<file path="src/psv_pkg.sv">
// psv_pkg: shared constants and types for the streaming 3D prefix sum block.
// No dependencies; used by psv_pos and prefix_sum_3d_stream_unit.
`default_nettype none

package psv_pkg;

  // Fixed field widths
  localparam int ELEM_W    = 16;
  localparam int SUM_W     = 32;
  localparam int CFG_W     = 7;
  localparam int CFG_IDX_W = 2;
  localparam int LAYERS_W  = 5;

  // Configuration register indexes
  localparam logic [CFG_IDX_W-1:0] REG_LAYERS = 2'd0;
  localparam logic [CFG_IDX_W-1:0] REG_ROWS   = 2'd1;
  localparam logic [CFG_IDX_W-1:0] REG_COLS   = 2'd2;

  // Position status of the request at the head of the stream
  typedef struct packed {
    logic col_zero;
    logic row_zero;
    logic layer_zero;
    logic vol_last;
  } pos_flags_t;

endpackage

`default_nettype wire

</file>
<file path="src/psv_pos.sv">
// psv_pos: configuration registers, dimension clamping and raster position counter.
// Depends on psv_pkg.
`default_nettype none

module psv_pos #(
  parameter int MAX_LAYERS = 16,
  parameter int MAX_ROWS   = 64,
  parameter int MAX_COLS   = 64,
  localparam int LW = (MAX_LAYERS > 1) ? $clog2(MAX_LAYERS) : 1,
  localparam int RW = (MAX_ROWS > 1) ? $clog2(MAX_ROWS) : 1,
  localparam int CW = (MAX_COLS > 1) ? $clog2(MAX_COLS) : 1
) (
  input  wire logic                           clk,
  input  wire logic                           rst_n,
  input  wire logic                           cfg_we,
  input  wire logic [psv_pkg::CFG_IDX_W-1:0]  cfg_index,
  input  wire logic [psv_pkg::CFG_W-1:0]      cfg_data,
  input  wire logic                           step,
  output logic      [CW-1:0]                  col_o,
  output logic      [RW-1:0]                  row_o,
  output psv_pkg::pos_flags_t                 flags_o
);

  logic [psv_pkg::LAYERS_W-1:0] layers_r;
  logic [psv_pkg::CFG_W-1:0]    rows_r;
  logic [psv_pkg::CFG_W-1:0]    cols_r;
  logic [LW-1:0] lay_r, lay_nxt, lay_last;
  logic [RW-1:0] row_r, row_nxt, row_last;
  logic [CW-1:0] col_r, col_nxt, col_last;
  logic          at_lay_last, at_row_last, at_col_last;

  // Zero counts as one, oversize counts as the maximum
  always_comb begin
    lay_last = (layers_r == '0) ? '0 :
               ((32'(layers_r) > MAX_LAYERS) ? LW'(MAX_LAYERS - 1) :
                                               LW'(32'(layers_r) - 32'd1));
    row_last = (rows_r == '0) ? '0 :
               ((32'(rows_r) > MAX_ROWS) ? RW'(MAX_ROWS - 1) :
                                           RW'(32'(rows_r) - 32'd1));
    col_last = (cols_r == '0) ? '0 :
               ((32'(cols_r) > MAX_COLS) ? CW'(MAX_COLS - 1) :
                                           CW'(32'(cols_r) - 32'd1));
  end

  assign at_lay_last = (lay_r == lay_last);
  assign at_row_last = (row_r == row_last);
  assign at_col_last = (col_r == col_last);

  always_comb begin
    lay_nxt = lay_r;
    row_nxt = row_r;
    col_nxt = col_r;
    if (cfg_we) begin
      lay_nxt = '0;
      row_nxt = '0;
      col_nxt = '0;
    end else if (step) begin
      col_nxt = at_col_last ? '0 : col_r + CW'(1);
      if (at_col_last) begin
        row_nxt = at_row_last ? '0 : row_r + RW'(1);
        if (at_row_last) begin
          lay_nxt = at_lay_last ? '0 : lay_r + LW'(1);
        end
      end
    end
  end

  always_ff @(posedge clk) begin
    if (!rst_n) begin
      layers_r <= psv_pkg::LAYERS_W'(4);
      rows_r   <= psv_pkg::CFG_W'(4);
      cols_r   <= psv_pkg::CFG_W'(4);
      lay_r    <= '0;
      row_r    <= '0;
      col_r    <= '0;
    end else begin
      lay_r <= lay_nxt;
      row_r <= row_nxt;
      col_r <= col_nxt;
      if (cfg_we) begin
        case (cfg_index)
          psv_pkg::REG_LAYERS: layers_r <= cfg_data[psv_pkg::LAYERS_W-1:0];
          psv_pkg::REG_ROWS:   rows_r   <= cfg_data;
          psv_pkg::REG_COLS:   cols_r   <= cfg_data;
          default: ;
        endcase
      end
    end
  end

  assign col_o              = col_r;
  assign row_o              = row_r;
  assign flags_o.col_zero   = (col_r == '0);
  assign flags_o.row_zero   = (row_r == '0);
  assign flags_o.layer_zero = (lay_r == '0);
  assign flags_o.vol_last   = at_lay_last && at_row_last && at_col_last;

endmodule

`default_nettype wire

</file>
<file path="config.mk">
export PLATFORM = sky130hd
export DESIGN_NAME = psv_pos
export DESIGN_NICKNAME = d
export VERILOG_FILES = /design/src/psv_pkg.sv /design/src/psv_pos.sv
export SDC_FILE = /design/constraint.sdc
export NUM_CORES = 1
export LEC_CHECK = 0
export ABC_AREA = 1
export BUFFER_PORTS_ARGS = -buffer_cell sky130_fd_sc_hd__buf_2
export CAP_MARGIN = 30
export CORE_MARGIN = 2
export CORE_UTILIZATION = 45
export DETAILED_ROUTE_END_ITERATION = 10
export SLEW_MARGIN = 15
export SYNTH_ARGS = -nofsm -noshare
export SYNTH_HDL_FRONTEND = slang
export SYNTH_SLANG_ARGS = --single-unit
</file>
<file path="constraint.sdc">
create_clock -name clk -period 2.7 [get_ports clk]
set_input_delay 0.54 -clock clk [delete_from_list [all_inputs] [get_ports clk]]
set_output_delay 0.54 -clock clk [all_outputs]
set_load 0.01 [all_outputs]
</file>
==> results.md <==
* Status: completed
* Largest net degree at the start of global routing at 21
* Post-DR wirelength/cell at approximately 12 µm
* Critical path peak fanout at 5
* Ys flop type: dfxtp_1
* Num CTS Buffers at 5
* Starting Density at 46.2%
* Setup TNS at 0 ns
* Initial antenna violation count at 0
* Leak pwr at 1.26 nW
* Placed Area at 2540 µm²
* DIE WIDTH at 76.0 µm
* Synth Warn # at 0
* Pins Over Slew Limit at 0
* Gpl congestion at 0.821
* Core Region at a little over 5000 µm²
* Synth top area share at 30.1%
* Seq/Total Area, Yosys at 30.1%
* FMAX at 392 MHz
* Most area-hungry cell type in the Yosys netlist: dfxtp_1
* Final net count at 416
* CTS tree: done
* Crit. Startpoint: cols_r[0]
* Number of global-route vias before repair at 2085
* Setup WS pre-CTS at 0.159 ns
* Setup WS post-layout at approximately 0.15 ns
* Worst hold path depth at 2
* Dpl hpwl at between 3000 and 4000 µm
* GRT Residual Overflow at 0
* PwrDens at 417 nW/µm²
* DP Cell Count at 449
* Most common cell in the synthesized netlist: nand2_1
* First-pass DRT Iterations at 4
* Clk_lat worst skew at 0.28 ns
* Vias at approximately 2.3k
* Fin cells at between 400 and 500
* Syn avg cell area at 6.58 µm²
* CTS Sinks at 35
* Die area at 5770 µm²
* Routed vias/inst at 4.89
* Critical path type: reg2out
* R2r worst-path depth at 13
* Mapped Cells at 354
* Mapped Area at 2330 µm²
* Setup violations, final at 0
* Crit share post-route at 94.5%
* Filler cell count at a little over 500
* Top cells by area, synth: dfxtp_1 (30%), nand2_1 (14%), nand3_1 (9.7%), inv_1 (8.1%), ha_1 (5.9%)
* Hold Crit Class: reg2reg
* Hold Startpoint: cols_r[1]
* Max IR drop VDD at 308 µV
* Seq cells post-synth at 35
* Post-route cell area at 2820 µm²
* Chip Height at 76.0 µm
* Final Critical Period at 2.55 ns
* Routed WL at 5420 µm
* Worst setup EP type: output port
* Async S/R FF share, synth at 0%
* GRT Util Overall at about a fifth
* Hold_buf cts at 0
* Rel. slew slack at 70.5%
* I/O Buffers at 28
* H-tree Lvls at 2
* Final Skew at 0.00545 ns
* Worst slew pin tran at approximately 0.44 ns
* Routed Antenna Nets at 0
* Final hold violations at 0
* Initial detailed-routing violation count at between 90 and 100
* Unique cell type count in the Yosys netlist at 28
* Post-layout util at 55.8%
* Kind of start point of the critical path: register
* Area grow syn2layout at 20.8%
* Site row count at 26
* Worst Path Required at 2.16 ns
* Max cap viols at 0
* Net Count, Synth at 378
* Diode count at 0
* Post-synth EDFFs at 0
* Clock root buffer: clkbuf_8
* Io pins at 29
* CTS max path bufs at 2
* Top cells by count, synth: nand2_1 (87), inv_1 (50), nand3_1 (45)
* Reg2Reg Launch Point: cols_r[0]
* Global-route wire length before repair at 9200 µm
* Worst EP arrival at 2.01 ns
* Layout cells sized above 1 at 20.7%
* Drt drc at 0
* Clock transition at path regs at 0.07 ns
logic make-up (layout without fill, tap and decap cells):
group	count (synthesis)	count (layout)	synth area share (%)
adders and majority gates	11	11	5.90
and+or+nand+nor	187	187	37.3
AOI/OAI and AO/OA	52	52	12.1
xor gates and xnor gates	12	12	4.51
DFF	35	35	30.1
buffers and inverters	57	95	10.1
per-layer routing:
layer  global-route usage (%)  vias up  wire (µm)
met4                     3.82        0         47
met5                        0        -          0
li1                         -     1221          -
met1                     26.1     1009       2780
met2                     31.3       23       2460
met3                     3.55        6        137
what timing repair did:
action                                  in CTS  in global routing
gates resized for setup                      5                 30
pin swaps                                    0                 12
endpoints found under the setup margin       1                  1
setup buffers                                0                  6
state kept, by name, summed over array words and instances (netlist names):
name and cells:
rows_r 7, layers_r 5, row_o 6, cols_r 7, lay_r 4, col_o 6
per-stage QoR:
| step | hold WS (ns) | total power, mW |
|---|---|---|
| CTS | 0.503 | 1.15 |
| finish | 0.510 | 1.17 |
| detailed placement | 0.493 | 0.765 |
| floorplan | 0.463 | 0.713 |
| global placement | 0.490 | 0.763 |
| global route | 0.525 | 1.25 |
path summary, 6_finish.rpt:
check	end	slack [ns]
worst min-delay path	cols_r[1]	0.51
worst max-delay path	flags_o[0]	0.15
worst max register to register	row_o[3]	0.55
worst min register to register	cols_r[1]	0.51
where the power goes:
| group | leakage, nW | switching [mW] | total (mW) | internal, mW |
|---|---|---|---|---|
| combinational | 0.931 | 0.148 | 0.248 | 0.0999 |
| clock | 0.0470 | 0.175 | 0.375 | 0.200 |
| sequential | 0.286 | 0.0179 | 0.551 | 0.533 |
critical path: stages, from the launching register on:
cell	delay, ns
dfxtp_2	0.36
inv_4	0.06
ha_1	0.23
xnor2_1	0.21
nand2_2	0.08
nand2_1	0.06
nand2_1	0.05
nand2_1	0.05
nand2_1	0.08
nor2_4	0.13
nand2_2	0.08
nor4_2	0.15
buf_2	0.17
area by class of cell:
cell class | instances | area, µm² | area share [%]
clock buffer | 6 | 82.6 | 2.93
clock inverter | 1 | 5.00 | 0.178
inverter | 50 | 195 | 6.93
multi-input combinational | 262 | 1510 | 53.7
sequential | 35 | 706 | 25.1
tap | 70 | 87.6 | 3.11
timing repair buffer | 38 | 228 | 8.09
layout by cell type, fill, tap and decap left out:
cell type / count
nand3b_1: 1
nor4_1: 1
nor4_2: 1
inv_2: 1
nand3_4: 2
xnor2_2: 1
nor3_2: 1
nand4_4: 1
dfxtp_1: 31
nor3_1: 9
o21ai_0: 19
ha_4: 3
nor2_2: 2
nand2_2: 6
nand3_2: 3
ha_1: 7
clkbuf_8: 6
nor2_1: 23
a21boi_0: 1
nand4_1: 4
dfxtp_2: 4
buf_4: 9
buf_2: 28
o21bai_1: 5
clkinv_2: 1
o211ai_1: 3
inv_4: 3
ha_2: 1
nor2_4: 5
a21oi_1: 24
xor2_1: 8
xnor2_1: 3
inv_1: 46
or2_0: 1
nand2_4: 2
nand2_1: 81
nand3_1: 44
buf_12: 1
No activity file was read; power rests on OpenSTA's default activity.
